==> src/rtl/tsd_pkg.sv <==
package tsd_pkg;

  localparam int unsigned SpadBytes  = 9;
  localparam int unsigned IdxW       = 4;
  localparam int unsigned QueueDepth = 4;
  localparam int unsigned QueuePtrW  = $clog2(QueueDepth);
  localparam int unsigned QueueCntW  = $clog2(QueueDepth + 1);

  localparam logic [IdxW-1:0] IDX_TEMP_LO = 4'd0;
  localparam logic [IdxW-1:0] IDX_TEMP_HI = 4'd1;
  localparam logic [IdxW-1:0] IDX_ALM_HI  = 4'd2;
  localparam logic [IdxW-1:0] IDX_ALM_LO  = 4'd3;
  localparam logic [IdxW-1:0] IDX_CONFIG  = 4'd4;
  localparam logic [IdxW-1:0] IDX_CRC     = 4'd8;

  localparam logic [7:0]  CRC_POLY   = 8'h8C;
  localparam logic [15:0] READING_INIT = 16'hFFFF;

  localparam logic [2:0] ADDR_NOTIFY = 3'd0;

  typedef struct packed {
    logic [7:0]      data;
    logic [IdxW-1:0] idx;
  } tsd_entry_t;

  typedef struct packed {
    logic full;
    logic empty;
  } tsd_qstat_t;

  typedef struct packed {
    logic              changed;
    logic [1:0]        resolution_code;
    logic signed [7:0] alarm_low;
    logic signed [7:0] alarm_high;
    logic signed [11:0] temperature_q4;
    logic [15:0]       raw_reading;
    logic              status;
  } tsd_result_t;

  function automatic logic [7:0] crc8_byte(input logic [7:0] crc, input logic [7:0] b);
    logic [7:0] c;
    c = crc ^ b;
    for (int i = 0; i < 8; i++) begin
      if (c[0]) c = (c >> 1) ^ CRC_POLY;
      else      c = c >> 1;
    end
    return c;
  endfunction

  // fraction bits kept for each resolution code
  function automatic logic [3:0] frac_mask(input logic [1:0] res);
    logic [3:0] m;
    unique case (res)
      2'd0: m = 4'b1000;
      2'd1: m = 4'b1100;
      2'd2: m = 4'b1110;
      2'd3: m = 4'b1111;
      default: m = 4'b1111;
    endcase
    return m;
  endfunction

endpackage

==> src/rtl/tsd_front.sv <==
module tsd_front import tsd_pkg::*; (
  input  logic       clk,
  input  logic       rst,
  input  logic       in_valid,
  input  logic [7:0] in_byte,
  input  logic       in_start,
  input  tsd_qstat_t qstat,
  output logic       in_ready,
  output logic       push,
  output tsd_entry_t push_entry
);

  logic [IdxW-1:0] byte_index;
  logic [IdxW-1:0] byte_index_next;
  logic [IdxW-1:0] idx;

  assign in_ready = !qstat.full;
  assign push     = in_valid && in_ready;

  always_comb begin
    idx = in_start ? '0 : byte_index;
    if (idx >= IdxW'(SpadBytes)) idx = '0;
    if (idx == IDX_CRC) byte_index_next = '0;
    else                byte_index_next = idx + 1'b1;
  end

  assign push_entry.data = in_byte;
  assign push_entry.idx  = idx;

  always_ff @(posedge clk) begin
    if (rst) begin
      byte_index <= '0;
    end else if (push) begin
      byte_index <= byte_index_next;
    end
  end

endmodule

==> src/rtl/tsd_queue.sv <==
module tsd_queue import tsd_pkg::*; (
  input  logic       clk,
  input  logic       rst,
  input  logic       push,
  input  tsd_entry_t push_entry,
  input  logic       pop,
  output tsd_entry_t pop_entry,
  output tsd_qstat_t qstat
);

  tsd_entry_t           mem [QueueDepth];
  logic [QueuePtrW-1:0] wr_ptr;
  logic [QueuePtrW-1:0] rd_ptr;
  logic [QueueCntW-1:0] count;

  assign qstat.full  = (count == QueueCntW'(QueueDepth));
  assign qstat.empty = (count == '0);
  assign pop_entry   = mem[rd_ptr];

  always_ff @(posedge clk) begin
    if (push) mem[wr_ptr] <= push_entry;
  end

  always_ff @(posedge clk) begin
    if (rst) begin
      wr_ptr <= '0;
      rd_ptr <= '0;
      count  <= '0;
    end else begin
      if (push) wr_ptr <= wr_ptr + 1'b1;
      if (pop)  rd_ptr <= rd_ptr + 1'b1;
      unique case ({push, pop})
        2'b10:   count <= count + 1'b1;
        2'b01:   count <= count - 1'b1;
        default: count <= count;
      endcase
    end
  end

endmodule

==> src/rtl/tsd_back.sv <==
module tsd_back import tsd_pkg::*; (
  input  logic        clk,
  input  logic        rst,
  input  logic        notify_enable,
  input  tsd_qstat_t  qstat,
  input  tsd_entry_t  pop_entry,
  output logic        pop,
  input  logic        out_ready,
  output logic        out_valid,
  output tsd_result_t out_word
);

  logic [7:0]  crc_acc;
  logic [7:0]  temp_low_byte;
  logic [7:0]  temp_high_byte;
  logic [7:0]  high_limit_byte;
  logic [7:0]  low_limit_byte;
  logic [7:0]  config_byte;
  logic [15:0] last_good_reading;

  logic        is_crc;
  logic        good;
  logic [15:0] raw;
  logic [1:0]  res;
  tsd_result_t result_next;

  assign pop    = !qstat.empty && (!out_valid || out_ready);
  assign is_crc = (pop_entry.idx == IDX_CRC);

  always_comb begin
    good = (crc_acc == pop_entry.data);
    raw  = {temp_high_byte, temp_low_byte};
    res  = config_byte[6:5];
    result_next.status          = !good;
    result_next.raw_reading     = raw;
    result_next.temperature_q4  = {raw[11:4], raw[3:0] & frac_mask(res)};
    result_next.alarm_high      = high_limit_byte;
    result_next.alarm_low       = low_limit_byte;
    result_next.resolution_code = res;
    result_next.changed         = good && notify_enable && (raw != last_good_reading);
  end

  always_ff @(posedge clk) begin
    if (rst) begin
      crc_acc           <= '0;
      temp_low_byte     <= '0;
      temp_high_byte    <= '0;
      high_limit_byte   <= '0;
      low_limit_byte    <= '0;
      config_byte       <= '0;
      last_good_reading <= READING_INIT;
    end else if (pop) begin
      if (!is_crc) begin
        // byte 0 restarts the crc from zero
        crc_acc <= crc8_byte((pop_entry.idx == IDX_TEMP_LO) ? 8'h00 : crc_acc,
                             pop_entry.data);
      end else if (good) begin
        last_good_reading <= raw;
      end
      priority case (pop_entry.idx)
        IDX_TEMP_LO: temp_low_byte   <= pop_entry.data;
        IDX_TEMP_HI: temp_high_byte  <= pop_entry.data;
        IDX_ALM_HI:  high_limit_byte <= pop_entry.data;
        IDX_ALM_LO:  low_limit_byte  <= pop_entry.data;
        IDX_CONFIG:  config_byte     <= pop_entry.data;
        default: ;
      endcase
    end
  end

  always_ff @(posedge clk) begin
    if (rst) begin
      out_valid <= 1'b0;
    end else if (pop && is_crc) begin
      out_valid <= 1'b1;
    end else if (out_ready) begin
      out_valid <= 1'b0;
    end
  end

  always_ff @(posedge clk) begin
    if (pop && is_crc) out_word <= result_next;
  end

endmodule

==> src/rtl/thermometer_scratchpad_decoder.sv <==
// thermometer scratchpad decoder
// input stream: one scratchpad byte per word on s_tdata, s_tuser[0] set on
// byte 0 to resync the frame; without it the count wraps after nine bytes.
// output stream: one result word per frame, issued after the ninth (crc) byte,
// carrying crc status, raw reading, q8.4 temperature, alarm bytes,
// resolution code and the change flag.
// apb port: register 0 bit 0 is notify_enable; pready is always high.
// throughput: one byte per cycle while the queue has room; the crc folds in a full byte at each pop.
// the crc byte passes through the byte queue and then the output register
// before the result word is valid.
// a four-entry byte queue separates the index front end from the crc and
// capture back end, so input keeps flowing while a result waits.
// if m_tready stays low the result holds, the back end stops, and s_tready
// drops once the queue fills.
// reset clears the byte count, crc, captured bytes and notify_enable, sets
// the last good reading to 0xffff and empties the queue and output register.
module thermometer_scratchpad_decoder import tsd_pkg::*; (
  input  logic        clk,
  input  logic        rst,
  input  logic        s_tvalid,
  output logic        s_tready,
  input  logic [7:0]  s_tdata,   // data_byte
  input  logic [0:0]  s_tuser,   // frame_start
  output logic        m_tvalid,
  input  logic        m_tready,
  // status, raw_reading, temperature_q4, alarm_high, alarm_low,
  // resolution_code, changed
  output logic [47:0] m_tdata,
  input  logic        psel,
  input  logic        penable,
  input  logic        pwrite,
  input  logic [2:0]  paddr,
  input  logic [31:0] pwdata,
  output logic [31:0] prdata,
  output logic        pready
);

  logic        notify_enable;
  logic        push;
  logic        pop;
  tsd_entry_t  push_entry;
  tsd_entry_t  pop_entry;
  tsd_qstat_t  qstat;
  tsd_result_t out_word;

  assign pready = 1'b1;
  assign prdata = (paddr[2] == ADDR_NOTIFY[2]) ? {31'b0, notify_enable} : 32'b0;

  always_ff @(posedge clk) begin
    if (rst) begin
      notify_enable <= 1'b0;
    end else if (psel && penable && pwrite && pready && paddr[2] == ADDR_NOTIFY[2]) begin
      notify_enable <= pwdata[0];
    end
  end

  tsd_front u_front (
    .clk        (clk),
    .rst        (rst),
    .in_valid   (s_tvalid),
    .in_byte    (s_tdata),
    .in_start   (s_tuser[0]),
    .qstat      (qstat),
    .in_ready   (s_tready),
    .push       (push),
    .push_entry (push_entry)
  );

  tsd_queue u_queue (
    .clk        (clk),
    .rst        (rst),
    .push       (push),
    .push_entry (push_entry),
    .pop        (pop),
    .pop_entry  (pop_entry),
    .qstat      (qstat)
  );

  tsd_back u_back (
    .clk           (clk),
    .rst           (rst),
    .notify_enable (notify_enable),
    .qstat         (qstat),
    .pop_entry     (pop_entry),
    .pop           (pop),
    .out_ready     (m_tready),
    .out_valid     (m_tvalid),
    .out_word      (out_word)
  );

  assign m_tdata = out_word;

endmodule

==> config.mk <==
export PLATFORM = sky130hd
export DESIGN_NAME = thermometer_scratchpad_decoder
export DESIGN_NICKNAME = d
export VERILOG_FILES = /design/src/rtl/tsd_pkg.sv /design/src/rtl/tsd_front.sv /design/src/rtl/tsd_queue.sv /design/src/rtl/tsd_back.sv /design/src/rtl/thermometer_scratchpad_decoder.sv
export SDC_FILE = /design/constraint.sdc
export NUM_CORES = 1
export LEC_CHECK = 0
export ABC_AREA = 1
export BUFFER_PORTS_ARGS = -buffer_cell sky130_fd_sc_hd__buf_2
export CORE_ASPECT_RATIO = 0.8
export CORE_MARGIN = 1.5
export CORE_UTILIZATION = 40
export DETAILED_ROUTE_END_ITERATION = 8
export PLACE_DENSITY = 0.63
export SYNTH_ARGS = -nofsm -noshare
export SYNTH_HDL_FRONTEND = slang
export SYNTH_HIERARCHICAL = 1
export SYNTH_SLANG_ARGS = --single-unit
==> constraint.sdc <==
create_clock -name clk -period 2.7 [get_ports clk]
set_clock_uncertainty 0.15 [all_clocks]
set_input_delay 0.405 -clock clk [delete_from_list [all_inputs] [get_ports clk]]
set_output_delay 0.405 -clock clk [all_outputs]
set_load 0.03 [all_outputs]
# ---- Word-level counts from Yosys, hierarchy flattened
# Memory sizes are Yosys's and may differ from the RTL's. A register that Yosys moved wholly into a read port is not among the register bits.
# Cells that the tools add are included.
dict set report totals {
  mem_count 1
  latchBits 0
  out_inout_bits 83
  mem_bits_rw 48
  regBits 124
  rom_bits 0
  inputBits 51
  word_cells 120
}
# memory depth width read_ports rd_ports_with_merged_regs wr line_no
set mem_list {}
lappend mem_list {u_queue.mem 4 12 1 1 1 tsd_queue.sv:11} ;# tsd_entry_t mem [QueueDepth];
dict set report op_classes {
  eq_ne 14
  magnitude_cmp 1
  multipliers 0
  n_shift 0
  div 0
  muxes 42
  n_addsub 5
  n_reduce_logical 25
  bitwise 12
}
# cell count
set op_table {}
lappend op_table {{$mux 8} 30}
lappend op_table {{$not 2->3} 8}
lappend op_table {{$ne 16x16->1} 1}
lappend op_table {{$pmux 4 s4} 1}
lappend op_table {{$mux 4} 3}
lappend op_table {{$reduce_and 2->1} 6}
lappend op_table {{$eq 4x2->1 const B} 2}
lappend op_table {{$eq 4x4->1 const B} 2}
lappend op_table {{$eq 8x8->1} 1}
lappend op_table {{$logic_and 1x1->1} 8}
lappend op_table {{$xor 8x8->8} 1}
lappend op_table {{$eq 2x2->1 const B} 3}
lappend op_table {{$pmux 3 s2} 1}
lappend op_table {{$mux 1} 5}
lappend op_table {{$add 2x1->2 const B} 2}
lappend op_table {{$add 4x1->4 const B} 1}
lappend op_table {{$and 4x4->4} 1}
lappend op_table {{$eq 2x1->1 const B} 2}
lappend op_table {{$eq 4x1->1 const B} 1}
lappend op_table {{$eq 4x3->1 const B} 1}
lappend op_table {{$ge 4x4->1 const B} 1}
lappend op_table {{$logic_not 1->1} 4}
lappend op_table {{$logic_not 4->1} 1}
lappend op_table {{$mux 2} 2}
lappend op_table {{9 further kinds} 11}

# ---- Depth between registers and ports, before layout
# Gate-level depths: netlist of the first run.
dict set report depth {
  depth_word 40
  ltp_mapped 19
  mapped_depth_nobuf 18
}

# ---- Cells and area by module
# The synthesis of the first run kept the hierarchy.
# mod cells_each area_per_inst_um2 n_inst seq_area_each_um2
set by_module_without_submodules {}
lappend by_module_without_submodules {tsd_back 428 4124.0 1 2352.3}
lappend by_module_without_submodules {tsd_queue 174 2225.9 1 1621.6}
lappend by_module_without_submodules {tsd_front 54 352.8 1 80.1}
lappend by_module_without_submodules {thermometer_scratchpad_decoder 47 317.8 1 20.0}

# ---- Worst setup path after synthesis of the first run
# No wires, ideal clock.
dict set report synth_timing {
  path_kind {reg2reg}
  start {reg with a tool-made name}
  end {reg u_back.last_good_reading[15]}
  slack_ps -204
  period_less_slack_ps 2904
  path_stages_with_launch 16
  t_required_ps 2427
  n_path_buf 2
  arrival_ps 2630
  setup_ps 123
  path_cell_list {dfxtp_1 inv_2 buf_6 o21ai_1 o22ai_1 nor2_4 inv_2 nor3_4 inv_2 nor2_4 inv_2 nor2_8 inv_4 buf_6 nand2_1 nand3_1}
}
# item line_no
set synth_rtl {}
lappend synth_rtl {{end signal: assignment} tsd_back.sv:58} ;# last_good_reading <= raw;
lappend synth_rtl {{end: declaration} tsd_back.sv:19} ;# logic [15:0] last_good_reading;

==> reports/metrics.csv, run 1 <==
stage;metric;value;unit
worst_hold_path;hold_depth;1;
setup_path;worst-path-max-fanout;24;
die;rows;43;
setup_path;timing.critical_path.cells;buf_4 -> o21ai_0 -> o22ai_1 -> inv_1 -> nand2_1 -> nand2_1 -> nand2_1 -> nand2_1 -> inv_1 -> nand2_1 -> nand2_1 -> nand2_1 -> nand2_2 -> inv_2 -> nand2_1 -> nand3_1 -> nand2_1 -> inv_1;
synthesis;main_combinational_cell_family_by_area_after_synthesis;simple AND/OR/NAND/NOR gates;
synthesis;sequential_to_total_area_share_from_yosys_stat;0.580;
run_status;status;completed;
finish;drive_gt1_frac;0.240;
finish;insertedDiodeCount;0;
clock_network;root_buffer;sky130_fd_sc_hd__clkbuf_16;
finish;final.fill_count;1621;
timing;totalNegativeSetupSlack;0;ns
power;total_switching_power;3.91;mW
synthesis;yosys_warnings;6;
clock_network;ctsHtreeMaxLevel;4;
die;core_area;0.0173;mm^2
clock_network;cts_repair_resize_count;0;
timing;maxClockFrequency;401;MHz
route;initial_detailed_routing_violation_count;227;
clock_network;cts.reportedPaths.clkPinSlew;0.07;ns
setup_path;critPathMostFrequentCell;sky130_fd_sc_hd__nand2_1;
setup_path;rr_worst_depth;18;
route;residual_drc_count;0;
setup_path;crit_path_largest_cell_delay;0.36;ns
finish;finish.net_count;857;
route;avgViaCountPerCell;4.69;
setup_path;critical_path_arrival;2.67;ns
power;ir_worst_vdd;698;uV
timing;timing.slew.headroom;0.602;
timing;rsz0062_at_grt;false;
grt;grt_usage;0.158;
clock_network;ctsHoldBuffers;0;
finish;areaGrowthSynthToFinish;18.4;%
timing;setup_viol;0;
grt;grt_remaining_overflow;0;
timing;finalMaxSlewViolations;0;
timing;fin_worst_hold_slack;0.0431;ns
timing;timing_hold_violations_final;0;
power;combPwrFrac;0.418;
power;power.clock.fraction;0.245;
synthesis;post_synth_and_or_nand_nor_area_fraction;0.159;
placement;postPlaceCellArea;0.00771;mm^2
setup_path;critPathCaptureType;flop;
clock_network;clock-sinks;160;
synthesis;syn-mean-instance-area;9.99;um^2
synthesis;synth-adder-area-share;0.0153;
setup_path;cp_data_required_time;2.88;ns
flow_run;max_cap_violations;0;
synthesis;synth.area.mux_share;0;
grt;first_global_vias;4343;
die;die-width;151;um
synthesis;synth-edff-count;87;
power;p_int;5.74;mW
die;die_y;121;um
grt;grt_antenna_before_repair;0;
finish;final_design_area_no_fill;0.00831;mm^2
power;total_power;9.65;mW
die;io_pins;134;
synthesis;yosys.cell_types.count;43;
timing;tightestPinTransition;0.596;ns
synthesis;synth_xor_area_frac;0.0314;
route;detailroute.via_count;4856;
clock_network;cts_buffers;17;
setup_path;worst-setup-path-type;flop to flop;
power;power-per-cell-area;1160;mW/mm^2
route;detail_route.wirelength;13.8;mm
setup_path;critPathBufInv;5;
placement;routabilityCongestion;0.851;
clock_network;cts_tree;yes;
worst_hold_path;hold_class;input pin to flop;
placement;place_hpwl;9.55;mm
power;cellLeakagePower;3.58;nW
finish;fin_cells;1036;
synthesis;synth-async-reset-ratio;0;
synthesis;synth_ff_type;sky130_fd_sc_hd__edfxtp_1;
synthesis;mappedNetlistArea;0.00702;mm^2
synthesis;synth-compound-area-share;0.102;
route;drt-pass1-iter-count;4;
placement;numPortBuffers;68;
die;floorplan.initialDensity;0.407;
setup_path;cp.depth;18;
grt;grt_pass1_wl;21.7;mm
setup_path;critPathSlowestCell;sky130_fd_sc_hd__o22ai_1;
route;wl_cell;13.3;um
clock_network;clk-insertion-delay-late;0.43;ns
route;ant_nets;0;
grt;grt_start_max_net_pins;56;
placement;dp_cells;1004;
worst_hold_path;timing.hold.worst.start;s_tdata[1];
clock_network;clockBufferDepth;2;
synthesis;netlist_instances;703;
clock_network;cts_setup_buffers;0;
setup_path;critical_path.top_delay_family;simple AND/OR/NAND/NOR gates;
timing;timing.final.crit_period;2.50;ns
timing;finalCritPeriodShare;0.924;
power;p_sw_frac;0.405;
setup_path;startpoint_type;flop;
synthesis;postSynthRegisterBits;160;
power;seq_power_share;0.337;
die;die-area;0.0184;mm^2
-- cell type report --
type	count	area, um^2	area share
flip-flops and latches	160	4080	0.490
multi-input cells	432	2340	0.281
repair buffers	114	748	0.0900
clock buffers	17	425	0.0512
well taps	225	282	0.0339
inverters	73	277	0.0333
clock inverters	15	166	0.0200
-- worst register-to-register path: cells and delay by family (launching register included) --
kind                   cells  cell delay, ns
AOI/OAI and AO/OA          2            0.51
buffers and inverters      5            0.58
DFF                        1            0.33
and+or+nand+nor           11            0.82
-- metal layers --
layer | global-route usage | vias up | routed length [um]
li1 | - | 2474 | -
met1 | 0.217 | 2239 | 6790
met5 | 0 | - | 0
met2 | 0.237 | 125 | 6060
met3 | 0.0383 | 18 | 681
met4 | 0.0686 | 0 | 235
-- power groups by stage --
stage	clock [mW]	sequential (mW)	combinational [mW]
final	2.36	3.25	4.04
after detailed placement	0	3.31	4.03
after global placement	0	3.30	3.99
after CTS	2.41	3.26	4.04
after floorplan	0	3.40	2.66
after global routing	2.51	3.30	4.48
-- Yosys cell counts, types with 4 or more instances --
| master | number | share of area |
|---|---|---|
| sky130_fd_sc_hd__a21oi_1 | 45 | 0.032 |
| sky130_fd_sc_hd__buf_6 | 5 | 0.0080 |
| sky130_fd_sc_hd__inv_1 | 57 | 0.030 |
| sky130_fd_sc_hd__inv_2 | 13 | 0.0070 |
| sky130_fd_sc_hd__nor2_1 | 43 | 0.023 |
| sky130_fd_sc_hd__nand2_2 | 4 | 0.0036 |
| sky130_fd_sc_hd__xor2_1 | 8 | 0.010 |
| sky130_fd_sc_hd__buf_4 | 54 | 0.058 |
| sky130_fd_sc_hd__ha_1 | 7 | 0.012 |
| sky130_fd_sc_hd__clkbuf_1 | 4 | 0.0021 |
| sky130_fd_sc_hd__edfxtp_1 | 87 | 0.37 |
| sky130_fd_sc_hd__nand4_1 | 4 | 0.0036 |
| sky130_fd_sc_hd__o21ai_1 | 19 | 0.014 |
| sky130_fd_sc_hd__dfxtp_1 | 73 | 0.21 |
| sky130_fd_sc_hd__buf_2 | 5 | 0.0036 |
| sky130_fd_sc_hd__xnor2_1 | 14 | 0.017 |
| sky130_fd_sc_hd__nand3_1 | 43 | 0.031 |
| sky130_fd_sc_hd__nand2_1 | 114 | 0.061 |
| sky130_fd_sc_hd__o21ai_0 | 53 | 0.038 |
| sky130_fd_sc_hd__o22ai_1 | 12 | 0.011 |
-- per-stage QoR --
stage | worst slack (ns) | util
floorplan | -0.0844 | -
global placement | 0.212 | 0.447
detailed placement | 0.170 | 0.447
CTS | 0.173 | 0.481
global route | 0.00432 | 0.481
finish | 0.204 | 0.481
-- cell usage in the layout (no fill, tap or decap), types with 3 or more instances in the layout --
cell type                   synthesis  routed
sky130_fd_sc_hd__nand2_1          114     114
sky130_fd_sc_hd__edfxtp_1          87      87
sky130_fd_sc_hd__dfxtp_1           73      72
sky130_fd_sc_hd__buf_2              5      68
sky130_fd_sc_hd__inv_1             57      57
sky130_fd_sc_hd__o21ai_0           53      53
sky130_fd_sc_hd__a21oi_1           45      45
sky130_fd_sc_hd__nand3_1           43      43
sky130_fd_sc_hd__nor2_1            43      41
sky130_fd_sc_hd__buf_4             54      41
sky130_fd_sc_hd__conb_1             2      32
sky130_fd_sc_hd__clkbuf_16          0      17
sky130_fd_sc_hd__o21ai_1           19      16
sky130_fd_sc_hd__xnor2_1           14      14
sky130_fd_sc_hd__inv_2             13      13
sky130_fd_sc_hd__xor2_1             8       8
sky130_fd_sc_hd__o22ai_1           12       8
sky130_fd_sc_hd__ha_1               7       7
sky130_fd_sc_hd__nor2_2             3       5
sky130_fd_sc_hd__buf_12             0       5
sky130_fd_sc_hd__inv_6              0       4
sky130_fd_sc_hd__inv_8              0       4
sky130_fd_sc_hd__clkinv_8           0       4
sky130_fd_sc_hd__nand2_2            4       4
sky130_fd_sc_hd__nand4_1            4       4
sky130_fd_sc_hd__nor2_4             3       3
sky130_fd_sc_hd__nor3_1             3       3
sky130_fd_sc_hd__nor4_4             3       3
sky130_fd_sc_hd__o21ai_2            1       3
sky130_fd_sc_hd__o22ai_2            0       3
-- registers in the layout, summed over array words and instances (netlist names), 8 cells and up, named ones only --
name / flops
u_back/last_good_reading: 16
u_back/crc_acc: 8
u_back/low_limit_byte: 8
u_back/temp_high_byte: 8
u_back/temp_low_byte: 8
u_back/out_word: 39
u_queue/mem: 48
u_back/high_limit_byte: 8
-- logic make-up after synthesis --
family	count (synthesis)
fa+ha+maj	8
simple gates	233
other cells	2
xor+xnor	23
buf+inv	141
compound gates	136
flops	160
-- final timing paths --
path,endpoint,slack [ns]
hold reg to reg,u_back/out_word[41]$_DFFE_PP_,0.28
setup reg to reg,u_back/crc_acc[2]$_SDFFE_PP0P_,0.20
setup / recovery,u_back/crc_acc[2]$_SDFFE_PP0P_,0.20
hold / removal,u_queue/mem[0][5]$_DFFE_PP_,0.04
(Power assumes the default switching activity.)
==> run 2: changes to the inputs <==
ABC_AREA = unset   (was 1)
CORE_UTILIZATION = 45   (was 40)
PLACE_DENSITY = 0.69   (was 0.63)
==> run 2 against run 1 <==
Net effect: the run now ends with negative setup slack left; critical endpoint is now u_back/last_good_reading[13]$_SDFFE_PP1P_; wire length is 3.8% higher; sequential power decreased by 4%; power down 6.1%; core utilization grew 7.0 points; via count decreased by 8.0%; highest routed layer unchanged.
==> reports/metrics.csv, run 2 <==
stage;metric;value;unit
setup_path;critPathCaptureType;flop;
clock_network;root_buffer;sky130_fd_sc_hd__clkbuf_16;
synthesis;mappedNetlistArea;0.00717;mm^2
timing;setup_viol;23;
synthesis;yosys.area.top_type;sky130_fd_sc_hd__edfxtp_1;
die;die-area;0.0167;mm^2
die;die-width;144;um
synthesis;postSynthRegisterBits;160;
route;avgViaCountPerCell;5.09;
route;initial_detailed_routing_violation_count;204;
synthesis;yosys_warnings;6;
timing;finalCritPeriodShare;1.01;
power;seq_power_share;0.344;
finish;most-common-layout-cells;sky130_fd_sc_hd__edfxtp_1 (87), sky130_fd_sc_hd__dfxtp_1 (72), sky130_fd_sc_hd__buf_2 (68);
synthesis;netlist_instances;562;
power;total_power;9.07;mW
finish;largestRegisters;u_queue/mem (48), u_back/out_word (39), u_back/last_good_reading (16);
route;drt-pass1-iter-count;5;
grt;met2_usage;0.290;
setup_path;worst-setup-path-type;flop to flop;
power;power.clock.fraction;0.257;
route;ant_nets;0;
synthesis;sequential_to_total_area_share_from_yosys_stat;0.568;
grt;gr-usage-met3;0.0496;
timing;totalNegativeSetupSlack;-0.346;ns
placement;postPlaceCellArea;0.00777;mm^2
setup_path;cp_data_required_time;2.87;ns
synthesis;yosys.cell_types.count;54;
timing;finalMaxSlewViolations;0;
finish;largest_register_ffs;48;
grt;grt_usage;0.176;
grt;first_global_vias;4282;
die;die_y;116;um
timing;timing.slew.headroom;0.470;
power;ir_worst_vdd;575;uV
clock_network;cts_tree;yes;
worst_hold_path;hold_class;input pin to flop;
synthesis;syn-mean-instance-area;12.8;um^2
die;io_pins;134;
power;power-per-cell-area;1050;mW/mm^2
timing;rsz0062_at_grt;true;
grt;grt-busiest-layer;met2;
power;total_switching_power;3.06;mW
clock_network;clock-sinks;160;
finish;areaGrowthSynthToFinish;20.7;%
grt;grt_antenna_before_repair;0;
finish;max_flop_register;u_queue/mem;
power;p_sw_frac;0.338;
placement;numPortBuffers;68;
synthesis;top_post_synthesis_cells_by_area;sky130_fd_sc_hd__edfxtp_1 (36%), sky130_fd_sc_hd__dfxtp_1 (20%), sky130_fd_sc_hd__buf_4 (5.5%), sky130_fd_sc_hd__mux2i_1 (5.0%), sky130_fd_sc_hd__xnor2_1 (4.8%);
power;p_int;6.00;mW
synthesis;synth-edff-count;87;
clock_network;clk-insertion-delay-late;0.43;ns
clock_network;cts_buffers;17;
timing;timing.final.crit_period;2.73;ns
timing;setup_slack;-0.0317;ns
route;detailroute.via_count;4468;
power;cellLeakagePower;3.25;nW
synthesis;synth.cells.most_frequent;sky130_fd_sc_hd__edfxtp_1 (87), sky130_fd_sc_hd__dfxtp_1 (73), sky130_fd_sc_hd__nor2_1 (55), sky130_fd_sc_hd__buf_4 (53), sky130_fd_sc_hd__xnor2_1 (39);
timing;timing_hold_violations_final;0;
run_status;status;finished, violations left;
finish;finish.net_count;709;
placement;routabilityCongestion;0.780;
placement;place_hpwl;9.42;mm
die;floorplan.initialDensity;0.457;
run_status;failed_checks;negative setup slack;
timing;maxClockFrequency;366;MHz
synthesis;synth-async-reset-ratio;0;
die;rows;41;
flow_run;max_cap_violations;0;
grt;grt_start_max_net_pins;75;
power;combPwrFrac;0.399;
clock_network;ctsHtreeMaxLevel;4;
timing;tightestPinTransition;0.794;ns
die;core_area;0.0157;mm^2
route;residual_drc_count;0;
finish;final_util;0.552;
grt;global_route.usage.met1;0.223;
finish;final_common_cell;sky130_fd_sc_hd__edfxtp_1;
setup_path;worst-path-max-fanout;6;
finish;final_design_area_no_fill;0.00866;mm^2
synthesis;post-synth-top-count-cell;sky130_fd_sc_hd__edfxtp_1;
route;wl_cell;16.3;um
clock_network;clockBufferDepth;2;
synthesis;synthDominantCellAreaShare;0.364;
route;detail_route.wirelength;14.3;mm
setup_path;critical_path_arrival;2.90;ns
finish;insertedDiodeCount;0;
grt;grt_pass1_wl;21.9;mm
grt;grt_remaining_overflow;0;
synthesis;synth_ff_type;sky130_fd_sc_hd__edfxtp_1;
finish;drive_gt1_frac;0.288;
clock_network;cts.reportedPaths.clkPinSlew;0.06;ns
setup_path;startpoint_type;flop;
[run 2: cell types whose count changed in the layout (fill, tap and decap cells not counted), sizes merged, moves of 24 or more]
cell   change
nand3     -45
a21oi     -43
nand2     -97
xnor2     +24
o21ai     -70
inv       -64
mux2i     +36
[run 2: worst max-delay path, cell delays in order (launching register included)]
cell and delay, ns:
sky130_fd_sc_hd__dfxtp_4 0.36, sky130_fd_sc_hd__buf_4 0.11, sky130_fd_sc_hd__mux4_2 0.50, sky130_fd_sc_hd__or4b_1 0.52, sky130_fd_sc_hd__or3_4 0.40, sky130_fd_sc_hd__buf_12 0.18, sky130_fd_sc_hd__o31ai_1 0.31, sky130_fd_sc_hd__nand2_1 0.09
[run 2: per-layer routing]
metal  vias up  share of wire
met3        11          0.044
met2       111           0.50
li1       2133              -
met4         0         0.0074
met5         -              0
met1      2213           0.45
[run 2: cells by family after synthesis]
logic type / after synthesis / share of synthesized area
adder cells (fa/ha/maj): 8 / 0.0150
XOR/XNOR: 57 / 0.0811
other: 2 / 0.00105
AND/OR/NAND/NOR: 130 / 0.0987
flip-flops: 160 / 0.568
buffers and inverters: 100 / 0.0848
AO/OA/AOI/OAI: 57 / 0.0623
multiplexers: 48 / 0.0890
[run 2: cell type report]
class,count,area [um^2]
Timing Repair Buffer,123,958
Inverter,15,82.6
Clock buffer,22,465
Clock inverter,10,111
Sequential cell,160,4080
Timing Repair inverter,1,16.3
Tap cell,215,269
Fill cell,1307,7040
Multi-Input combinational cell,332,2680
[run 2: final timing paths]
kind | startpoint | endpoint | slack, ns | cells past startpoint
max reg2reg | flop | u_back/last_good_reading[13]$_SDFFE_PP1P_ | -0.03 | 7
min | s_tdata[2] | u_queue/mem[0][6]$_DFFE_PP_ | 0.04 | 1
min reg2reg | u_back/low_limit_byte[1]$_SDFFE_PP0P_ | u_back/out_word[38]$_DFFE_PP_ | 0.28 | 0
max | flop | u_back/last_good_reading[13]$_SDFFE_PP1P_ | -0.03 | 7
[run 2: power groups by stage]
stage,Combinational (mW),Clock (mW),Sequential (mW)
finish,3.62,2.33,3.12
global route,3.90,2.48,3.15
CTS,3.40,2.37,3.12
detailed placement,3.26,0,3.18
global placement,3.15,0,3.16
floorplan,2.38,0,3.20
[run 2: stage by stage]
step	setup WS [ns]	hold slack, ns	std cells
after floorplan	-0.0518	0.258	592
after global placement	-0.0731	0.268	837
after detailed placement	-0.161	0.270	837
after CTS	-0.00642	0.0246	871
after global routing	-0.0930	0.0210	878
final	-0.0317	0.0413	878
[run 2: repair_timing]
item                       in CTS  in global routing
hold buffers                    0                  0
setup buffers                   3                  1
resized for setup               8                 30
pin swaps                       3                 15
setup endpoints to repair      36                 69
cloned                          0                  6
